File: src/rtl/bvls_pkg.sv
// Shared types, codes and widths for the bounded value list store.
package bvls_pkg;

	localparam int unsigned VALUE_W  = 32;
	localparam int unsigned MODE_W   = 2;
	localparam int unsigned STATUS_W = 2;
	localparam int unsigned POS_W    = 4;
	localparam int unsigned TOTAL_W  = 5;
	localparam int unsigned LIMIT_W  = 5;

	localparam logic [LIMIT_W-1:0] LIMIT_RESET = LIMIT_W'(3);

	// Operation codes carried on the mode field. Code 3 behaves as a find.
	localparam logic [MODE_W-1:0] MODE_INSERT = MODE_W'(0);
	localparam logic [MODE_W-1:0] MODE_REMOVE = MODE_W'(1);
	localparam logic [MODE_W-1:0] MODE_FIND   = MODE_W'(2);

	// Result status codes.
	localparam logic [STATUS_W-1:0] STAT_OK      = STATUS_W'(0);
	localparam logic [STATUS_W-1:0] STAT_FULL    = STATUS_W'(1);
	localparam logic [STATUS_W-1:0] STAT_MISSING = STATUS_W'(2);

	// Sequencer states.
	typedef enum logic [1:0] {
		ST_IDLE,
		ST_MATCH,
		ST_APPLY
	} seq_state_t;

	// Per-cell control from the sequencer.
	typedef struct packed {
		logic occupied;  // cell holds a live entry
		logic tail;      // cell is the next free slot
		logic capture;   // register the compare result
		logic append;    // write the item value if this is the tail
		logic remove;    // close the gap left by the first match
	} cell_ctrl_t;

endpackage

File: src/rtl/bounded_value_list_store_unit.sv
// Top level of the bounded value list store: sequencer, cell row and result register.
//
// The block keeps an ordered list of signed 32-bit values in a row of CAPACITY
// cells. An item on the input channel (mode, value) inserts at the tail, removes
// the first equal entry, or finds it; mode 3 acts as find. Each item gives one
// result (status, position, entry_total) on the output channel.
// Both channels use valid/ready; capacity_limit is written through its own
// valid/ready port, which is always ready and should be used only while idle.
// Each item passes through the idle, match and apply states in turn: idle accepts
// it, in match every cell registers its compare, and in apply the first match is
// found along the cell chain and the row shifts or appends. A new item is accepted
// once the previous one has moved into the result register, so the block does not
// take a new item while the previous one is still in the match or apply state.
// If the receiver stalls with a result still held, the next item waits in the
// apply step until the result register frees up.
// Reset empties the list and sets capacity_limit to 3; stored entries are not
// cleared and need no clearing pass.
module bounded_value_list_store_unit
	import bvls_pkg::*;
#(
	parameter int unsigned CAPACITY = 16
) (
	input  logic                clk,
	input  logic                arst_n,
	input  logic                cfg_valid,
	output logic                cfg_ready,
	input  logic [LIMIT_W-1:0]  capacity_limit,
	input  logic                in_valid,
	output logic                in_ready,
	input  logic [MODE_W-1:0]   mode,
	input  logic [VALUE_W-1:0]  value,
	output logic                out_valid,
	input  logic                out_ready,
	output logic [STATUS_W-1:0] status,
	output logic [POS_W-1:0]    position,
	output logic [TOTAL_W-1:0]  entry_total
);

	// The count field can never exceed what its width holds.
	localparam int unsigned CapClamp = (CAPACITY > 31) ? 31 : CAPACITY;
	localparam logic [TOTAL_W-1:0] CAP_TOTAL = TOTAL_W'(CapClamp);

	seq_state_t          state_q, state_d;
	logic [LIMIT_W-1:0]  limit_q;
	logic [TOTAL_W-1:0]  count_q, count_d;
	logic [MODE_W-1:0]   op_q;
	logic [VALUE_W-1:0]  value_q;

	logic                capture;
	logic                apply_fire;
	logic                full;
	logic                found;
	logic                do_append;
	logic                do_remove;
	logic [POS_W-1:0]    hit_pos;
	logic [STATUS_W-1:0] status_d;
	logic [POS_W-1:0]    pos_d;

	logic                out_valid_q;
	logic [STATUS_W-1:0] status_q;
	logic [POS_W-1:0]    position_q;
	logic [TOTAL_W-1:0]  total_q;

	logic [VALUE_W-1:0]  entries [CAPACITY];
	logic [CAPACITY:0]   hit_chain;
	logic [CAPACITY-1:0] first_vec;
	cell_ctrl_t          cell_ctrl [CAPACITY];

	// Configuration register.
	assign cfg_ready = 1'b1;

	always_ff @(posedge clk or negedge arst_n) begin
		if (!arst_n) begin
			limit_q <= LIMIT_RESET;
		end else if (cfg_valid && cfg_ready) begin
			limit_q <= capacity_limit;
		end
	end

	// Sequencer next state.
	always_comb begin
		state_d = state_q;
		unique case (state_q)
			ST_IDLE:  if (in_valid) state_d = ST_MATCH;
			ST_MATCH: state_d = ST_APPLY;
			ST_APPLY: if (!out_valid_q || out_ready) state_d = ST_IDLE;
			default:  state_d = ST_IDLE;
		endcase
	end

	// Sequencer outputs.
	always_comb begin
		in_ready   = 1'b0;
		capture    = 1'b0;
		apply_fire = 1'b0;
		unique case (state_q)
			ST_IDLE:  in_ready = 1'b1;
			ST_MATCH: capture = 1'b1;
			ST_APPLY: apply_fire = !out_valid_q || out_ready;
			default:  in_ready = 1'b0;
		endcase
	end

	always_ff @(posedge clk or negedge arst_n) begin
		if (!arst_n) begin
			state_q <= ST_IDLE;
		end else begin
			state_q <= state_d;
		end
	end

	// Latched item.
	always_ff @(posedge clk) begin
		if (in_valid && in_ready) begin
			op_q    <= mode;
			value_q <= value;
		end
	end

	// Decision on the current item.
	assign full      = (count_q >= TOTAL_W'(limit_q)) || (count_q >= CAP_TOTAL);
	assign found     = hit_chain[CAPACITY];
	assign do_append = apply_fire && (op_q == MODE_INSERT) && !full;
	assign do_remove = apply_fire && (op_q == MODE_REMOVE) && found;

	// First match index from the one-hot flags of the cells.
	always_comb begin
		hit_pos = '0;
		for (int i = 0; i < CAPACITY; i++) begin
			if (first_vec[i]) begin
				hit_pos = hit_pos | POS_W'(i);
			end
		end
	end

	always_comb begin
		status_d = STAT_OK;
		pos_d    = '0;
		count_d  = count_q;
		if (op_q == MODE_INSERT) begin
			if (full) begin
				status_d = STAT_FULL;
			end else begin
				pos_d   = count_q[POS_W-1:0];
				count_d = count_q + TOTAL_W'(1);
			end
		end else if (!found) begin
			status_d = STAT_MISSING;
		end else begin
			pos_d = hit_pos;
			if (op_q == MODE_REMOVE) begin
				count_d = count_q - TOTAL_W'(1);
			end
		end
	end

	always_ff @(posedge clk or negedge arst_n) begin
		if (!arst_n) begin
			count_q <= '0;
		end else if (apply_fire) begin
			count_q <= count_d;
		end
	end

	// Result register toward the output channel.
	always_ff @(posedge clk or negedge arst_n) begin
		if (!arst_n) begin
			out_valid_q <= 1'b0;
		end else if (apply_fire) begin
			out_valid_q <= 1'b1;
		end else if (out_ready) begin
			out_valid_q <= 1'b0;
		end
	end

	always_ff @(posedge clk) begin
		if (apply_fire) begin
			status_q   <= status_d;
			position_q <= pos_d;
			total_q    <= count_d;
		end
	end

	assign out_valid   = out_valid_q;
	assign status      = status_q;
	assign position    = position_q;
	assign entry_total = total_q;

	// Row of cells; the match flag ripples up and entries shift down.
	assign hit_chain[0] = 1'b0;

	for (genvar i = 0; i < CAPACITY; i++) begin : g_cell
		logic occ;
		logic tail;

		if (i < 32) begin : g_live
			assign occ  = count_q > TOTAL_W'(i);
			assign tail = count_q == TOTAL_W'(i);
		end else begin : g_dead
			assign occ  = 1'b0;
			assign tail = 1'b0;
		end

		assign cell_ctrl[i] = '{
			occupied: occ,
			tail:     tail,
			capture:  capture,
			append:   do_append,
			remove:   do_remove
		};

		bvls_cell u_cell (
			.clk         (clk),
			.arst_n      (arst_n),
			.ctrl        (cell_ctrl[i]),
			.cmp_value   (value_q),
			.next_entry  ((i + 1 < CAPACITY) ? entries[(i + 1) % CAPACITY] : entries[i]),
			.hit_before  (hit_chain[i]),
			.entry       (entries[i]),
			.hit_through (hit_chain[i+1]),
			.first       (first_vec[i])
		);
	end

	// The list never holds more entries than the row or the count field allows.
	a_count_bound: assert property (@(posedge clk) disable iff (!arst_n)
		count_q <= CAP_TOTAL)
		else $error("entry count beyond capacity");

	// At most one cell claims to be the first match.
	a_first_unique: assert property (@(posedge clk) disable iff (!arst_n)
		$onehot0(first_vec))
		else $error("several first-match cells");

	// A full report only comes from an insert.
	a_full_on_insert: assert property (@(posedge clk) disable iff (!arst_n)
		(apply_fire && status_d == STAT_FULL) |-> (op_q == MODE_INSERT))
		else $error("full status on a non-insert item");

	// Error results carry position zero.
	a_err_pos: assert property (@(posedge clk) disable iff (!arst_n)
		(out_valid_q && status_q != STAT_OK) |-> (position_q == '0))
		else $error("error result with nonzero position");

	// A successful remove shortens the list by one.
	a_remove_count: assert property (@(posedge clk) disable iff (!arst_n)
		do_remove |=> (count_q == $past(count_q) - TOTAL_W'(1)))
		else $error("remove did not shorten the list");

endmodule

File: src/rtl/bvls_cell.sv
// One storage cell of the list: an entry, its compare flag and the shift link.
module bvls_cell
	import bvls_pkg::*;
(
	input  logic               clk,
	input  logic               arst_n,
	input  cell_ctrl_t         ctrl,
	input  logic [VALUE_W-1:0] cmp_value,
	input  logic [VALUE_W-1:0] next_entry,
	input  logic               hit_before,
	output logic [VALUE_W-1:0] entry,
	output logic               hit_through,
	output logic               first
);

	logic [VALUE_W-1:0] entry_q;
	logic               hit_q;

	// Compare flag, registered once per item while the store is stable.
	always_ff @(posedge clk or negedge arst_n) begin
		if (!arst_n) begin
			hit_q <= 1'b0;
		end else if (ctrl.capture) begin
			hit_q <= ctrl.occupied && (entry_q == cmp_value);
		end
	end

	// A match anywhere at or below this cell makes this cell take its neighbor.
	assign hit_through = hit_before | hit_q;
	assign first       = hit_q & ~hit_before;

	// Entry storage: append at the tail, or shift down past the removed entry.
	always_ff @(posedge clk) begin
		if (ctrl.append && ctrl.tail) begin
			entry_q <= cmp_value;
		end else if (ctrl.remove && hit_through) begin
			entry_q <= next_entry;
		end
	end

	assign entry = entry_q;

endmodule

File: config.mk
export PLATFORM = sky130hd
export DESIGN_NAME = bounded_value_list_store_unit
export DESIGN_NICKNAME = d
export VERILOG_FILES = /design/src/rtl/bvls_pkg.sv /design/src/rtl/bounded_value_list_store_unit.sv /design/src/rtl/bvls_cell.sv
export SDC_FILE = /design/constraint.sdc
export NUM_CORES = 1
export LEC_CHECK = 0
export ABC_AREA = 1
export BUFFER_PORTS_ARGS = -buffer_cell sky130_fd_sc_hd__buf_2
export CAP_MARGIN = 10
export CORE_ASPECT_RATIO = 1.75
export CORE_MARGIN = 3
export CORE_UTILIZATION = 48
export CTS_BUF_LIST = sky130_fd_sc_hd__clkbuf_2
export CTS_CLUSTER_DIAMETER = 80
export CTS_CLUSTER_SIZE = 20
export DETAILED_ROUTE_END_ITERATION = 7
export HOLD_SLACK_MARGIN = 0.02
export PLACE_DENSITY_LB_ADDON = 0.2
export SLEW_MARGIN = 20
export SYNTH_ARGS = -nofsm -noshare
export SYNTH_HDL_FRONTEND = slang
export SYNTH_SLANG_ARGS = --single-unit
File: constraint.sdc
create_clock -name clk -period 5.4 [get_ports clk]
set_input_delay 1.08 -clock clk [delete_from_list [all_inputs] [get_ports clk]]
set_output_delay 1.08 -clock clk [all_outputs]
set_load 0.005 [all_outputs]
Word-level counts from Yosys, hierarchy flattened
Index checks and enable logic that the tools add are counted.

word-level totals
  register bits = 586
  output and inout port bits = 14
  input port bits = 44

cells by class
  bitwise gates (word level) = 45
  eq/ne operators = 36
  muxes and demuxes = 63
  add/subtract/negate cells = 2
  reduce and logical (&&, ||, !) cells = 76
  order comparisons = 18

operators by type and width
  cell                 count
  $mux 32              30
  $eq 32x32->1         16
  $logic_and 1x1->1    52
  $mux 4               11
  $eq 5x4->1 const B   8
  $gt 5x4->1 const B   8
  $reduce_bool 2->1    16
  $eq 5x3->1 const B   4
  $gt 5x3->1 const B   4
  $mux 5               4
  $and 1x1->1          15
  $not 1->1            15
  $or 1x1->1           15
  $mux 2               6
  $mux 3               4
  $eq 5x2->1 const B   2
  $gt 5x1->1 const B   2
  $gt 5x2->1 const B   2
  $mux 1               7
  $pmux 2 s3           1
  $add 5x1->5 const B  1
  $eq 5x1->1 const B   1
  $ge 5x5->1           1
  $ge 5x5->1 const B   1
  other kinds (9)      14

Longest topological paths before layout
  depth in word-level cells = 19
  gate-level depth with buffers = 16

By module
Synthesis repeated with hierarchy kept, for this count alone.

second synthesis, totals
  cells, all modules = 3,863
  area total of the unflattened synthesis = 34,122.7 sq um

modules (own cells, without submodules)
  module                             sequential area each (sq um)  cells an instance  instances  area an instance (sq um)
  bvls_cell (g_cell[10].u_cell ...)  985.9                         225                15         1,961.9
  bounded_value_list_store_unit      1,679.1                       266                1          2,708.8
  bvls_cell (g_cell[0].u_cell)       985.9                         222                1          1,985.7

Least setup slack after synthesis
No wires, ideal clock.

  path type = input to register
  start = in out_ready
  end = reg g_cell[5].u_cell.entry_q[0] (enable)
  path buffers = 1
  arrival = 3.926 ns
  stages on the path = 7
  slack = 1.008 ns
  cell sequence = nor2_1 -> inv_1 -> nand2_2 -> nor2_1 -> nand2_1 -> buf_4 -> o21ai_0

on the way
  cells in the longest elaborated chain, start to end = 6

ends and longest elaborated chain
  item                                               line                                                                        text
  from (decl)                                        bounded_value_list_store_unit.sv:33                                         input logic out_ready,
  $logic_or 1x1->1 (*)                               bounded_value_list_store_unit.sv:99                                         ST_APPLY: apply_fire = !out_valid_q || out_ready;
  $mux 1 (*)                                         bounded_value_list_store_unit.sv:96                                         unique case (state_q)
  $logic_and 1x1->1 (on tied branches) (2 in a row)  bounded_value_list_store_unit.sv:124, bounded_value_list_store_unit.sv:123
  $logic_and 1x1->1 (on tied branches)               bvls_cell.sv:36, bvls_cell.sv:34
  $reduce_bool 2->1 (no source line) (*)             n/a
  to (signal assigned)                               bvls_cell.sv:35                                                             entry_q <= cmp_value;
  to (signal assigned)                               bvls_cell.sv:37                                                             entry_q <= next_entry;
  to (decl)                                          bvls_cell.sv:16                                                             logic [VALUE_W-1:0] entry_q;

Every way passes the cells marked *; elsewhere a longest branch is shown, timed or not.
A chain may end at the register's enable or synchronous reset.

Final worst setup path
  start = reg count_q[0]
  end = reg g_cell[12].u_cell.entry_q[8] (enable)

on the way
  cells in the longest elaborated chain, start to end = 6

ends and longest elaborated chain
  item                                    line                                  text
  from (decl)                             bounded_value_list_store_unit.sv:45   logic [TOTAL_W-1:0] count_q, count_d;
  from (signal assigned)                  bounded_value_list_store_unit.sv:161  count_q <= count_d;
  $ge 5x5->1                              bounded_value_list_store_unit.sv:121  assign full = (count_q >= TOTAL_W'(limit_q)) || (count_q >= CAP_TOTAL);
  $logic_or 1x1->1                        bounded_value_list_store_unit.sv:121
  $logic_not 1->1                         bounded_value_list_store_unit.sv:123  assign do_append = apply_fire && (op_q == MODE_INSERT) && !full;
  $logic_and 1x1->1                       bounded_value_list_store_unit.sv:123
  $logic_and 1x1->1 (*)                   bvls_cell.sv:34                       if (ctrl.append && ctrl.tail) begin
  $reduce_bool 2->1 (no source line) (*)  n/a
  to (signal assigned)                    bvls_cell.sv:35
  to (signal assigned)                    bvls_cell.sv:37
  to (decl)                               bvls_cell.sv:16

Marks and branches as above.

==> summary.md <==
| Metric | Value |
|---|---|
| Drt wl/cell | `32.2 um` |
| Psw | `around 3100 uW` |
| Clk Latency, worst-skew pair | `about 1.3 ns` |
| Worst Path Buf+Inv | `4` |
| Period utilization | `0.838` |
| Placed wire-length estimate | `roughly 90000 um` |
| Fmax | `221 MHz` |
| WHS | `0.0476 ns` |
| Vias per cell | `roughly 6.4` |
| Internal power | `5850 uW` |
| CP max stage cell | `dfrtp_1` |
| Top Family by Delay on Critical Path | `simple AND/OR/NAND/NOR gates` |
| Row count | `around 120` |
| Endpoints failing setup | `0` |
| Global route overflow | `0` |
| DRC | `0` |
| Ports | `58` |
| Pin count of the biggest net entering global routing | `58` |
| Critical path depth in cells | `12` |
| Unrepaired setup endpoints after global routing | `false` |
| GR Util All Layers | `0.387` |
| Resized Gates After CTS | `0` |
| Syn_area_per_cell | `roughly 9.5 um^2` |
| Comb pwr share | `0.225` |
| Initial antenna violation count | `8` |
| Total Wirelength | `131000 um` |
| Pins Over Slew Limit | `0` |
| P per Cell Area | `around 270 nW/um^2` |
| Fin Clk Skew | `0.121 ns` |
| Nets | `3297` |
| Slew margin rel. | `0.208` |
| Hold path cells | `3` |
| CTS tree | `yes` |
| Hold crit path type | `in -> reg` |
| Post-Syn Nets | `around 3300` |
| FF-to-FF path depth | `12` |
| Worst stage delay on the critical path | `between 0.6 and 0.7 ns` |
| Clock buffer depth | `3` |
| Post-Synthesis Cell Area | `between 30000 and 40000 um^2` |
| Total Die Area | `slightly below 70000 um^2` |
| CP Max Fanout | `46` |
| Routed length on met3 | `around 13000 um` |
| TNS Setup | `0 ns` |
| Seq pwr share | `0.576` |
| Final Critical Period | `~4.5 ns` |
| Total CTS buffers | `35` |
| Root buffer cell | `clkbuf_2` |
| Area Growth Syn to Fin | `6.04%` |
| GPL Wtd Cong | `1.03` |
| Crit end category | `flip-flop` |
| First-pass GRT wire length | `approximately 180000 um` |
| Startpoint types | `flip-flop` |
| I/O Buffers | `56` |
| CP arrival | `5.52 ns` |
| CTS H-tree lvls | `2` |
| Die width | `between 150 and 200 um` |
| Wl on met1 | `between 30000 and 40000 um` |
| Lkg Pwr | `approximately 0.012 uW` |
| Synth Warn # | `0` |
| Required time worst endpoint | `6.39 ns` |
| Drt initial violations | `approximately 3200` |
| Clock transition at path regs | `between 0.4 and 0.5 ns` |
| Sw frac | `0.348` |
| Peak VDD IR | `about 0.24 mV` |
| Crit Path Category | `reg -> reg` |
| Clock Power Share | `0.200` |
| Post-Syn Instances | `roughly 3200` |
| Synth Register Bits | `586` |
| Number of global-route vias before repair | `between 20000 and 30000` |
| Synth unique cells | `between 50 and 60` |
| Via count | `between 20000 and 30000` |
| Clock sinks | `a little under 600` |
| CP Cell Sequence | `clkinv_1 > ha_1 > nand2_1 > inv_1 > nand4_1 > nand4_4 > nor2_4 > nand2_4 > nor2_2 > inv_2 > o21ai_2 > buf_4` |
| Starting Density | `0.486` |
| Met2 routed WL | `roughly 63000 um` |
| Antenna viol nets, final | `0` |
| DR pass1 iterations | `7` |
| Final hold viol count | `0` |
| Core area | `63300 um^2` |
| Max Cap Viol | `0` |
| Height of the chip | `~340 um` |
| Ratio of cells with drive above 1 in the final layout | `0.0945` |
| Top Layer Used | `met5` |
| Register area share after synthesis | `0.567` |
| Slew @ Worst Pin | `approximately 1.2 ns` |
| Outcome | `complete, no violations` |
## sequential cells by signal, summed over array words and instances, names as in the netlist, 4 cells and up
signal	cells
g_cell.u_cell.entry	512
value_q	32
g_cell.u_cell.hit_q	16
count_q	5
entry_total	5
limit_q	5
position	4
## tightest hold or removal path, stage by stage
cell and delay (ns):
buf_2 0.08, nand2_1 0.06, o21ai_0 0.07
## what timing repair did
item,CTS,global route
buffers inserted,0,0
setup endpoints to repair,0,0
hold buffers,37,0
endpoints found under the hold margin,63,0
## layout by cell type, fill, tap and decap left out, types with 27 or more instances in the layout
cell type,count
nand4_1,43
inv_1,241
nor3_1,56
nor4_1,34
nor2_1,110
xnor2_1,103
nand3_1,58
buf_4,97
o22ai_1,119
nand2_1,835
o21ai_2,37
o21ai_0,443
o21ai_1,62
buf_2,56
clkbuf_2,58
dfrtp_1,27
o2111ai_1,41
edfxtp_1,557
dlygate4sd3_1,37
xor2_1,125
## layer usage
metal,global-route usage,vias to the layer above
met1,0.387,12200
met2,0.651,1738
met5,0,-
met3,0.0931,827
met4,0.367,6
li1,-,11100
## per-stage QoR
step                      area [um^2]   util  cells  total power (uW)  setup slack [ns]
after floorplan                 30800      -   3236              6210              1.01
after global placement          31900  0.504   3975              7140              1.16
after detailed placement        31900  0.504   3975              7150              1.06
after CTS                       32600  0.515   4076              8870              1.06
after global routing            32600  0.515   4079              9140             0.682
final                           32700  0.515   4082              8970             0.876
## layout make-up
class / count / area (um^2)
fill: 5838 / 30700
sequential: 586 / 17500
multi-input combinational: 2154 / 11400
timing repair buffer: 192 / 1420
inverter: 274 / 1030
tap: 806 / 1010
clock buffer: 58 / 290
clock inverter: 6 / 53.8
antenna: 6 / 15.0
## final timing paths
kind / from / to / slack, ns
worst max-delay path: count_q[0] / g_cell[12].u_cell.entry[8] / 0.88
worst min-delay path: capacity_limit[2] / limit_q[2] / 0.05
worst max register to register: count_q[0] / g_cell[12].u_cell.entry[8] / 0.88
worst min register to register: state_q[1] / state_q[0] / 0.52
max in group asynchronous: arst_n / g_cell[5].u_cell.hit_q / 4.34
min in group asynchronous: arst_n / limit_q[4] / 0.39
## synth_stat cells, drive strengths merged
| master | number | area share |
|---|---|---|
| nand2 | 837 | 0.10 |
| edfxtp | 557 | 0.54 |
| o21ai | 543 | 0.091 |
| inv | 264 | 0.032 |
| clkbuf | 148 | 0.018 |
| nor2 | 126 | 0.020 |
| xor2 | 125 | 0.036 |
| o22ai | 119 | 0.024 |
| xnor2 | 103 | 0.029 |
| buf | 74 | 0.015 |
| nor3 | 60 | 0.010 |
| nand3 | 59 | 0.0098 |
| nand4 | 45 | 0.0098 |
| o2111ai | 41 | 0.012 |
| nor4 | 35 | 0.0071 |
| dfrtp | 27 | 0.022 |
| a21oi | 17 | 0.0028 |
| clkinv | 10 | 0.0012 |
| ha | 10 | 0.0041 |
| a211oi | 8 | 0.0020 |
| nand3b | 6 | 0.0015 |
| or2 | 3 | 0.00061 |
| a221oi | 2 | 0.00057 |
| a22o | 2 | 0.00057 |
| dfstp | 2 | 0.0017 |
| nor3b | 2 | 0.00049 |
| nor4b | 2 | 0.00057 |
| o211ai | 2 | 0.00049 |
| a2111oi | 1 | 0.00028 |
| a31oi | 1 | 0.00020 |
| and2 | 1 | 0.00020 |
| conb | 1 | 0.00012 |
| mux2 | 1 | 0.00037 |
| o21a | 1 | 0.00024 |
| o221ai | 1 | 0.00028 |
## kinds of logic (layout without fill, tap and decap cells)
group / Yosys count / after routing / share of synthesized area
buffers and inverters: 496 / 530 / 0.0665
multiplexers: 1 / 1 / 0.000366
other: 1 / 7 / 0.000122
AO/OA/AOI/OAI: 738 / 738 / 0.135
flip-flops: 586 / 586 / 0.567
adder cells (fa/ha/maj): 10 / 10 / 0.00406
XOR/XNOR: 228 / 228 / 0.0649
AND/OR/NAND/NOR: 1176 / 1176 / 0.163
## power by group through the flow
stage               logic, uW  clock network (uW)  registers (uW)
global placement         1890                   0            5250
finish                   2020                1790            5160
CTS                      1920                1790            5160
floorplan                1010                   0            5200
global route             2040                1930            5170
detailed placement       1900                   0            5260
Note: power is estimated with default switching activity, not from simulation.
